File: src/rtl/core/twdp_pkg.sv
package twdp_pkg;

  localparam int ACT_W     = 16;
  localparam int FRAC_W    = 14;
  localparam int ACC_W     = 48;
  localparam int SCALE_W   = 16;
  localparam int BLOCK_W   = 28;
  localparam int OUT_W     = 48;
  localparam int NUM_TRITS = 5;
  localparam int BSUM_W    = ACT_W + 4;
  localparam int QDEPTH    = 2;
  localparam int QPTR_W    = $clog2(QDEPTH);

  localparam logic [1:0] FMT_TQ1 = 2'd0;
  localparam logic [1:0] FMT_TQ2 = 2'd1;
  localparam logic [1:0] FMT_I2S = 2'd2;

  localparam logic REG_FORMAT = 1'b0;
  localparam logic REG_TSCALE = 1'b1;

  typedef struct packed {
    logic signed [BSUM_W-1:0]  byte_sum;
    logic signed [SCALE_W-1:0] block_scale;
    logic                      block_end;
    logic                      row_end;
    logic                      unscaled;
  } entry_t;

  typedef struct packed {
    logic signed [OUT_W-1:0] row_value;
    logic                    saturated;
  } result_t;

endpackage

File: src/rtl/core/twdp_front.sv
module twdp_front (
  input  logic [1:0]                       weight_format_i,
  input  logic [7:0]                       weight_byte_i,
  input  logic signed [twdp_pkg::ACT_W-1:0] act_i [twdp_pkg::NUM_TRITS],
  input  logic                             high_part_byte_i,
  input  logic signed [15:0]               block_scale_i,
  input  logic                             block_end_i,
  input  logic                             row_end_i,
  output twdp_pkg::entry_t                 entry_o
);
  import twdp_pkg::*;

  localparam logic [7:0] POW3 [6] = '{8'd1, 8'd3, 8'd9, 8'd27, 8'd81, 8'd243};
  localparam logic signed [2:0] I2S_MAP [4] = '{-3'sd1, 3'sd0, 3'sd1, 3'sd0};

  logic signed [2:0]       trit [NUM_TRITS];
  logic signed [ACT_W+1:0] prod [NUM_TRITS];
  logic signed [BSUM_W-1:0] sum;

  always_comb begin
    logic [7:0] q;
    logic [9:0] q3;
    for (int n = 0; n < NUM_TRITS; n++) begin
      trit[n] = '0;
    end
    q  = '0;
    q3 = '0;
    case (weight_format_i)
      FMT_TQ1: begin
        for (int n = 0; n < NUM_TRITS; n++) begin
          if (n < NUM_TRITS - 1 || !high_part_byte_i) begin
            q       = 8'(weight_byte_i * POW3[n]);
            q3      = 10'(q) * 10'd3;
            trit[n] = $signed({1'b0, q3[9:8]}) - 3'sd1;
          end
        end
      end
      FMT_TQ2: begin
        for (int n = 0; n < NUM_TRITS - 1; n++) begin
          trit[n] = $signed({1'b0, weight_byte_i[2*n +: 2]}) - 3'sd1;
        end
      end
      FMT_I2S: begin
        for (int n = 0; n < NUM_TRITS - 1; n++) begin
          trit[n] = I2S_MAP[weight_byte_i[6-2*n +: 2]];
        end
      end
      default: begin
      end
    endcase
  end

  always_comb begin
    sum = '0;
    for (int n = 0; n < NUM_TRITS; n++) begin
      case (trit[n])
        -3'sd1:  prod[n] = -(ACT_W+2)'(act_i[n]);
        3'sd1:   prod[n] = (ACT_W+2)'(act_i[n]);
        3'sd2:   prod[n] = (ACT_W+2)'(act_i[n]) <<< 1;
        default: prod[n] = '0;
      endcase
      sum = sum + BSUM_W'(prod[n]);
    end
  end

  always_comb begin
    entry_o.byte_sum    = sum;
    entry_o.block_scale = block_scale_i;
    entry_o.block_end   = block_end_i | row_end_i;
    entry_o.row_end     = row_end_i;
    entry_o.unscaled    = (weight_format_i == FMT_I2S);
  end

endmodule

File: src/rtl/core/twdp_queue.sv
module twdp_queue (
  input  logic             clk_i,
  input  logic             rst_ni,
  input  logic             push_i,
  input  twdp_pkg::entry_t entry_i,
  output logic             full_o,
  input  logic             pop_i,
  output twdp_pkg::entry_t head_o,
  output logic             empty_o
);
  import twdp_pkg::*;

  entry_t            mem_q [QDEPTH];
  logic [QPTR_W-1:0] wr_ptr_q, wr_ptr_d, rd_ptr_q, rd_ptr_d;
  logic [QPTR_W:0]   count_q, count_d;
  logic              do_push, do_pop;

  assign full_o  = (count_q == (QPTR_W+1)'(QDEPTH));
  assign empty_o = (count_q == '0);
  assign do_push = push_i && !full_o;
  assign do_pop  = pop_i && !empty_o;
  assign head_o  = mem_q[rd_ptr_q];

  always_comb begin
    wr_ptr_d = wr_ptr_q;
    rd_ptr_d = rd_ptr_q;
    count_d  = count_q;
    if (do_push) begin
      wr_ptr_d = (wr_ptr_q == QPTR_W'(QDEPTH - 1)) ? '0 : wr_ptr_q + 1'b1;
    end
    if (do_pop) begin
      rd_ptr_d = (rd_ptr_q == QPTR_W'(QDEPTH - 1)) ? '0 : rd_ptr_q + 1'b1;
    end
    if (do_push && !do_pop) begin
      count_d = count_q + 1'b1;
    end else if (do_pop && !do_push) begin
      count_d = count_q - 1'b1;
    end
  end

  always_ff @(posedge clk_i) begin
    if (do_push) begin
      mem_q[wr_ptr_q] <= entry_i;
    end
  end

  always_ff @(posedge clk_i or negedge rst_ni) begin
    if (!rst_ni) begin
      wr_ptr_q <= '0;
      rd_ptr_q <= '0;
      count_q  <= '0;
    end else begin
      wr_ptr_q <= wr_ptr_d;
      rd_ptr_q <= rd_ptr_d;
      count_q  <= count_d;
    end
  end

endmodule

File: src/rtl/core/twdp_back.sv
module twdp_back (
  input  logic                         clk_i,
  input  logic                         rst_ni,
  input  twdp_pkg::entry_t             head_i,
  input  logic                         head_empty_i,
  output logic                         head_pop_o,
  input  logic signed [twdp_pkg::SCALE_W-1:0] tscale_i,
  output logic                         res_valid_o,
  output twdp_pkg::result_t            res_o,
  input  logic                         res_pop_i
);
  import twdp_pkg::*;

  localparam int BADD_W = ((BSUM_W > BLOCK_W) ? BSUM_W : BLOCK_W) + 1;
  localparam int PB_W   = BLOCK_W + SCALE_W;
  localparam int SHB_W  = PB_W - FRAC_W;
  localparam int EXB_W  = (SHB_W > ACC_W) ? SHB_W : ACC_W;
  localparam int RADD_W = ACC_W + 1;
  localparam int PT_W   = ACC_W + SCALE_W;
  localparam int SHT_W  = PT_W - FRAC_W;

  typedef enum logic [5:0] {
    S_ACC  = 6'b000001,
    S_BMUL = 6'b000010,
    S_BSCL = 6'b000100,
    S_ROW  = 6'b001000,
    S_TMUL = 6'b010000,
    S_TSCL = 6'b100000
  } state_e;

  state_e                     state_q, state_d;
  logic signed [BLOCK_W-1:0]  block_sum_q, block_sum_d;
  logic signed [ACC_W-1:0]    row_sum_q, row_sum_d;
  logic                       ov_q, ov_d;
  logic signed [SCALE_W-1:0]  bscale_q, bscale_d;
  logic                       rend_q, rend_d;
  logic signed [ACC_W-1:0]    scaled_q, scaled_d;
  logic signed [PB_W-1:0]     bprod_q, bprod_d;
  logic signed [PT_W-1:0]     tprod_q, tprod_d;
  logic                       out_valid_q, out_valid_d;
  result_t                    out_q, out_d;

  logic signed [BADD_W-1:0]   bsum_ext;
  logic                       bsum_fit;
  logic signed [BLOCK_W-1:0]  bsum_sat;
  logic signed [EXB_W-1:0]    bscl_ext;
  logic                       bscl_fit;
  logic signed [ACC_W-1:0]    bscl_sat;
  logic signed [RADD_W-1:0]   radd_ext;
  logic                       radd_fit;
  logic signed [ACC_W-1:0]    radd_sat;
  logic signed [SHT_W-1:0]    tscl_ext;
  logic                       tscl_fit;
  logic signed [ACC_W-1:0]    tscl_sat;
  logic signed [63:0]         tscl_wide;

  assign bsum_ext = BADD_W'(block_sum_q) + BADD_W'($signed(head_i.byte_sum));
  assign bsum_fit = (&bsum_ext[BADD_W-1:BLOCK_W-1]) | ~(|bsum_ext[BADD_W-1:BLOCK_W-1]);
  assign bsum_sat = bsum_fit ? bsum_ext[BLOCK_W-1:0]
                             : {bsum_ext[BADD_W-1], {(BLOCK_W-1){~bsum_ext[BADD_W-1]}}};

  assign bscl_ext = EXB_W'($signed(bprod_q[PB_W-1:FRAC_W]));
  assign bscl_fit = (&bscl_ext[EXB_W-1:ACC_W-1]) | ~(|bscl_ext[EXB_W-1:ACC_W-1]);
  assign bscl_sat = bscl_fit ? bscl_ext[ACC_W-1:0]
                             : {bscl_ext[EXB_W-1], {(ACC_W-1){~bscl_ext[EXB_W-1]}}};

  assign radd_ext = RADD_W'(row_sum_q) + RADD_W'(scaled_q);
  assign radd_fit = (&radd_ext[RADD_W-1:ACC_W-1]) | ~(|radd_ext[RADD_W-1:ACC_W-1]);
  assign radd_sat = radd_fit ? radd_ext[ACC_W-1:0]
                             : {radd_ext[RADD_W-1], {(ACC_W-1){~radd_ext[RADD_W-1]}}};

  assign tscl_ext  = tprod_q[PT_W-1:FRAC_W];
  assign tscl_fit  = (&tscl_ext[SHT_W-1:ACC_W-1]) | ~(|tscl_ext[SHT_W-1:ACC_W-1]);
  assign tscl_sat  = tscl_fit ? tscl_ext[ACC_W-1:0]
                              : {tscl_ext[SHT_W-1], {(ACC_W-1){~tscl_ext[SHT_W-1]}}};
  assign tscl_wide = 64'(tscl_sat);

  assign head_pop_o  = (state_q == S_ACC) && !head_empty_i;
  assign res_valid_o = out_valid_q;
  assign res_o       = out_q;

  always_comb begin
    state_d     = state_q;
    block_sum_d = block_sum_q;
    row_sum_d   = row_sum_q;
    ov_d        = ov_q;
    bscale_d    = bscale_q;
    rend_d      = rend_q;
    scaled_d    = scaled_q;
    bprod_d     = bprod_q;
    tprod_d     = tprod_q;
    out_d       = out_q;
    out_valid_d = out_valid_q && !res_pop_i;
    case (state_q)
      S_ACC: begin
        if (!head_empty_i) begin
          block_sum_d = bsum_sat;
          ov_d        = ov_q | ~bsum_fit;
          bscale_d    = head_i.block_scale;
          rend_d      = head_i.row_end;
          if (head_i.block_end) begin
            if (head_i.unscaled) begin
              scaled_d = ACC_W'(bsum_sat);
              state_d  = S_ROW;
            end else begin
              state_d = S_BMUL;
            end
          end
        end
      end
      S_BMUL: begin
        bprod_d = block_sum_q * bscale_q;
        state_d = S_BSCL;
      end
      S_BSCL: begin
        scaled_d = bscl_sat;
        ov_d     = ov_q | ~bscl_fit;
        state_d  = S_ROW;
      end
      S_ROW: begin
        row_sum_d   = radd_sat;
        ov_d        = ov_q | ~radd_fit;
        block_sum_d = '0;
        state_d     = rend_q ? S_TMUL : S_ACC;
      end
      S_TMUL: begin
        tprod_d = row_sum_q * tscale_i;
        state_d = S_TSCL;
      end
      S_TSCL: begin
        if (!out_valid_q || res_pop_i) begin
          out_d.row_value = tscl_wide[OUT_W-1:0];
          out_d.saturated = ov_q | ~tscl_fit;
          out_valid_d     = 1'b1;
          row_sum_d       = '0;
          ov_d            = 1'b0;
          state_d         = S_ACC;
        end
      end
      default: state_d = S_ACC;
    endcase
  end

  always_ff @(posedge clk_i) begin
    bscale_q <= bscale_d;
    rend_q   <= rend_d;
    scaled_q <= scaled_d;
    bprod_q  <= bprod_d;
    tprod_q  <= tprod_d;
    out_q    <= out_d;
  end

  always_ff @(posedge clk_i or negedge rst_ni) begin
    if (!rst_ni) begin
      state_q     <= S_ACC;
      block_sum_q <= '0;
      row_sum_q   <= '0;
      ov_q        <= 1'b0;
      out_valid_q <= 1'b0;
    end else begin
      state_q     <= state_d;
      block_sum_q <= block_sum_d;
      row_sum_q   <= row_sum_d;
      ov_q        <= ov_d;
      out_valid_q <= out_valid_d;
    end
  end

endmodule

File: src/rtl/core/ternary_weight_dot_product_core.sv
// Ternary-weight dot product core.
// Input channel: push_i/full_o. Each item is one packed weight byte with its
// activations, block scale and block/row end marks; it is decoded into trit
// products on entry and held in a two-entry queue.
// Result channel: empty_o/pop_i. One result (row value and saturation flag)
// per row end, held in an output register until popped.
// Configuration: APB write/read of weight_format (0x0) and the per-tensor scale
// (0x4), to be changed only while the core is idle.
// Throughput: one item per cycle for bytes inside a block, set by the block
// accumulator, while the back end waits in its accumulate state. A block end
// adds block scale multiply, shift/saturate and row add steps, or only the row
// add in I2_S format. A row end adds tensor scale multiply and shift/saturate.
// A stalled receiver holds the result register; the back end then stops at
// the next row end and the queue fills, raising full_o.
// Reset clears accumulators, the queue and the result valid flag and sets the
// format to TQ1_0 and the tensor scale to 1.0.
module ternary_weight_dot_product_core (
  input  logic                             clk_i,
  input  logic                             rst_ni,
  input  logic                             push_i,
  output logic                             full_o,
  input  logic [7:0]                       weight_byte_i,
  input  logic signed [twdp_pkg::ACT_W-1:0] act_a_i,
  input  logic signed [twdp_pkg::ACT_W-1:0] act_b_i,
  input  logic signed [twdp_pkg::ACT_W-1:0] act_c_i,
  input  logic signed [twdp_pkg::ACT_W-1:0] act_d_i,
  input  logic signed [twdp_pkg::ACT_W-1:0] act_e_i,
  input  logic                             high_part_byte_i,
  input  logic signed [15:0]               block_scale_i,
  input  logic                             block_end_i,
  input  logic                             row_end_i,
  output logic                             empty_o,
  input  logic                             pop_i,
  output logic signed [47:0]               row_value_o,
  output logic                             saturated_o,
  input  logic                             psel,
  input  logic                             penable,
  input  logic                             pwrite,
  input  logic [2:0]                       paddr,
  input  logic [31:0]                      pwdata,
  output logic [31:0]                      prdata,
  output logic                             pready
);
  import twdp_pkg::*;

  logic [1:0]                fmt_q;
  logic signed [SCALE_W-1:0] tscale_q;
  logic                      cfg_wr;
  logic signed [ACT_W-1:0]   acts [NUM_TRITS];
  entry_t                    entry, head;
  logic                      q_full, q_empty, q_pop, res_valid;
  result_t                   res;

  assign pready = 1'b1;
  assign cfg_wr = psel && penable && pwrite && pready;

  always_ff @(posedge clk_i or negedge rst_ni) begin
    if (!rst_ni) begin
      fmt_q    <= FMT_TQ1;
      tscale_q <= 16'sd16384;
    end else if (cfg_wr) begin
      case (paddr[2])
        REG_FORMAT: fmt_q    <= pwdata[1:0];
        REG_TSCALE: tscale_q <= pwdata[15:0];
        default: begin
        end
      endcase
    end
  end

  always_comb begin
    case (paddr[2])
      REG_FORMAT: prdata = {30'd0, fmt_q};
      REG_TSCALE: prdata = {16'd0, tscale_q};
      default:    prdata = '0;
    endcase
  end

  assign acts[0] = act_a_i;
  assign acts[1] = act_b_i;
  assign acts[2] = act_c_i;
  assign acts[3] = act_d_i;
  assign acts[4] = act_e_i;

  twdp_front u_front (
    .weight_format_i  (fmt_q),
    .weight_byte_i    (weight_byte_i),
    .act_i            (acts),
    .high_part_byte_i (high_part_byte_i),
    .block_scale_i    (block_scale_i),
    .block_end_i      (block_end_i),
    .row_end_i        (row_end_i),
    .entry_o          (entry)
  );

  twdp_queue u_queue (
    .clk_i   (clk_i),
    .rst_ni  (rst_ni),
    .push_i  (push_i),
    .entry_i (entry),
    .full_o  (q_full),
    .pop_i   (q_pop),
    .head_o  (head),
    .empty_o (q_empty)
  );

  twdp_back u_back (
    .clk_i        (clk_i),
    .rst_ni       (rst_ni),
    .head_i       (head),
    .head_empty_i (q_empty),
    .head_pop_o   (q_pop),
    .tscale_i     (tscale_q),
    .res_valid_o  (res_valid),
    .res_o        (res),
    .res_pop_i    (pop_i)
  );

  assign full_o      = q_full;
  assign empty_o     = !res_valid;
  assign row_value_o = res.row_value;
  assign saturated_o = res.saturated;

endmodule

File: config.mk
export PLATFORM = sky130hd
export DESIGN_NAME = ternary_weight_dot_product_core
export DESIGN_NICKNAME = d
export VERILOG_FILES = /design/src/rtl/core/twdp_pkg.sv /design/src/rtl/core/twdp_front.sv /design/src/rtl/core/twdp_queue.sv /design/src/rtl/core/twdp_back.sv /design/src/rtl/core/ternary_weight_dot_product_core.sv
export SDC_FILE = /design/constraint.sdc
export NUM_CORES = 2
export LEC_CHECK = 0
export BUFFER_PORTS_ARGS = -buffer_cell sky130_fd_sc_hd__buf_2
export CAP_MARGIN = 25
export CORE_MARGIN = 4
export CORE_UTILIZATION = 50
export DETAILED_ROUTE_END_ITERATION = 7
export GPL_TIMING_DRIVEN = 0
export PLACE_DENSITY = 0.72
export SYNTH_ARGS = -nofsm -noshare
export SYNTH_HDL_FRONTEND = slang
export SYNTH_SLANG_ARGS = --single-unit
export TNS_END_PERCENT = 1
File: constraint.sdc
create_clock -name clk_i -period 9.25 [get_ports clk_i]
set_input_delay 0.925 -clock clk_i [delete_from_list [all_inputs] [get_ports clk_i]]
set_output_delay 0.925 -clock clk_i [all_outputs]
set_load 0.005 [all_outputs]
==> out/results.ini <==
[worst_setup_path]
crit_type = in2reg
critPathArrivalTime_ns = 9.53
crit_path_start = weight_byte_i[4]
reg2reg_slack_ns = 0.45
cp-end-kind = register
r2r-start = tscale_q[7]
cp_slowest_cell = fa_1
path_max_fanout = 10
reg2reg_to = u_back.tprod_q[61]
crit_path_start_kind = input pin
crit_end = u_queue.mem_q[0][38]
cp.required_ns = 9.61
rr_worst_depth = 21
critPathMaxStageDelay_ns = 0.58

[layout]
layout.nets = 8892
syn2layout_area_growth_pct = 8.75
layout-drive-gt1-share_pct = 7.17
final_common_cell = inv_1
fin_cells = 8814
layout_common_cells = inv_1 (1264), fa_1 (1202), nand2_1 (967)

[timing]
relSlewSlack_pct = 23.5
timing_hold_violations_final = 0
rsz0062_at_grt = true
worst_clock_skew_ns = 0.0495
finalCritPeriodShare_pct = 99.2
setup_tns_ns = 0
finalSetupViolCount = 0
worst_pin_slew_ns = 1.15
maxSlewViolCount = 0
holdWs_ns = 0.165
fmax_mhz = 109
finalCriticalPeriod_ns = 9.17

[logic_synthesis]
synth_seq_cells = 360
synth_top_area_share_pct = 37.7
async_reset_ff_share_pct = 29.4
ys_seq_area_share_pct = 16.1
synth_flop_cell = edfxtp_1
synth_cell_types = 92
yosys.area.top_type = fa_1
synthesis.area_um2 = 63900
synth_edf_count = 254
synth_area_leaders = fa_1 (38%), edfxtp_1 (12%), ha_1 (8.2%)
syn_area_per_cell_um2 = 9.36
yosysWarnings = 0
synth_cells = 6823

[floorplanning]
dieArea_um2 = 134000
initial_core_util_pct = 50.6
die-height_um = 365
io_pins = 233
coreArea_um2 = 126000
std_cell_rows = 130
die_w_um = 365

[run_status]
outcome = completed

[clock_tree]
worstSkewPairLatency_ns = 0.67
cts_buffers = 42
cts_root_buf = clkbuf_16
cts_tree = done
clock-sinks = 360
path_clk_slew_ns = 0.07
cts_buffer_depth = 3
htree_levels = 2

[grt]
grt_overflow = 0
antenna_found_initial = 20
globalRouteTotalUtil_pct = 28.3
grt_pass1_vias = 51400
grt_max_degree = 74
grt_pass1_wl_um = 292000

[detailed_routing]
drc = 0
num_vias = 49700
ant_nets = 0
via_per_inst = 5.64
routed_wl_um = 186000
dr.max_layer_used = met5
drtIter0Drc = 4478
met1_length_um = 72800
met2_length_um = 86200
wl_met3_um = 19800
wire_per_inst_um = 21.2
first_pass_iters = 6

[place]
globalplace.congestion = 0.994
numPortBuffers = 194
hpwl_um = 154000
dp.cells = 8700

[worst_hold_path]
hold_path_class = in2async

[flow_run]
maxCapViolCount = 0

[registers in the layout, indices dropped and copies added, names as in the netlist, 2 cells and up]
register,flops
u_back.state_q,6
u_queue.mem_q,78
u_back.bprod_q,30
u_queue.count_q,2
u_back.res_o,49
u_back.block_sum_q,28
tscale_q,16
u_back.bscale_q,16
u_back.row_sum_q,48
u_back.tprod_q,50
u_back.scaled_q,30
fmt_q,2
[worst min-delay path by stage]
| stage | start | end | slack (ns) | cells past startpoint |
|---|---|---|---|---|
| global route | rst_ni | tscale_q[1] | 0.18 | 1 |
| CTS | rst_ni | tscale_q[1] | 0.15 | 1 |
| floorplan | u_back.rend_q | u_back.state_q[4] | 0.45 | 1 |
| global placement | u_queue.wr_ptr_q | u_queue.wr_ptr_q | 0.47 | 1 |
| detailed placement | u_back.rend_q | u_back.state_q[4] | 0.49 | 1 |
| finish | rst_ni | tscale_q[1] | 0.17 | 1 |
[logic make-up (layout without fill, tap and decap cells)]
group	after synthesis	after routing	share of synthesized area [%]
AOI/OAI and AO/OA	842	842	8.48
xor gates and xnor gates	223	223	3.08
adders and majority gates	1625	1625	46.0
buffers and inverters	1597	1913	9.53
DFF	360	360	16.1
muxes	69	69	1.20
other	2	27	0.0118
and+or+nand+nor	2105	2105	15.6
[through the flow]
step / area (um2) / worst slack (ns) / util (%)
floorplan: 64000 / 0.0150 / -
global placement: 67100 / -1.65 / 53.1
detailed placement: 67400 / -1.84 / 53.4
CTS: 68900 / -0.133 / 54.6
global route: 69400 / -0.316 / 55.0
finish: 69500 / 0.0779 / 55.0
[cells in the mapped netlist (8+ instances only)]
library cell,number
inv_1,1271
fa_1,1204
nand2_1,967
ha_1,417
and2_1,400
nor2_1,314
clkbuf_1,288
edfxtp_1,254
o21ai_0,227
a21oi_1,212
xnor2_1,140
a21o_1,108
dfrtp_1,104
nand2b_1,98
xor2_1,81
nand3_1,67
nor3_1,67
mux2_2,62
o21a_1,35
or3_1,35
a221o_1,33
o21bai_1,33
nor2b_1,27
nand4_1,26
a31oi_1,24
and3_1,20
nor3b_1,20
a211oi_1,18
buf_4,17
o211ai_1,14
a221oi_1,12
or2_2,12
nor4_1,10
or3_4,10
a21boi_0,9
a22oi_1,9
buf_1,9
o21ai_1,9
a2111oi_0,8
[per-layer routing]
layer | global-route usage, % | vias to the layer above
met1 | 37.3 | 24900
met2 | 46.0 | 2427
met3 | 6.65 | 442
li1 | - | 21900
met4 | 10.2 | 12
met5 | 0 | -
[critical path, delay by kind of cell]
| family | cells | cell delay [ns] |
|---|---|---|
| multiplexers | 1 | 0.19 |
| adder cells (fa/ha/maj) | 9 | 3.45 |
| AND/OR/NAND/NOR | 5 | 0.82 |
| buffers and inverters | 3 | 0.74 |
| AO/OA/AOI/OAI | 12 | 2.60 |
| XOR/XNOR | 3 | 0.77 |
[repair_timing]
item / 4_1_cts / 5_1_grt
resized for setup: 20 / 63
hold buffers: 0 / 0
pin swaps: 9 / 32
buffers inserted: 5 / 19
gates cloned: 0 / 0
setup endpoints to repair: 23 / 24
[area by class of cell]
cell class | instances | area [um2]
Multi-Input combinational cell | 4881 | 48000
Clock inverter | 27 | 310
Antenna cell | 10 | 25.0
Clock buffer | 49 | 1090
Fill cell | 11300 | 56800
Buffer | 324 | 1320
Sequential cell | 360 | 10300
Tap cell | 1650 | 2060
Timing Repair Buffer | 241 | 1580
Inverter | 1272 | 4780
Power is left out: the tool's default activity adds up to more than one toggle a clock period on the data nets, which glitch-free logic cannot reach.
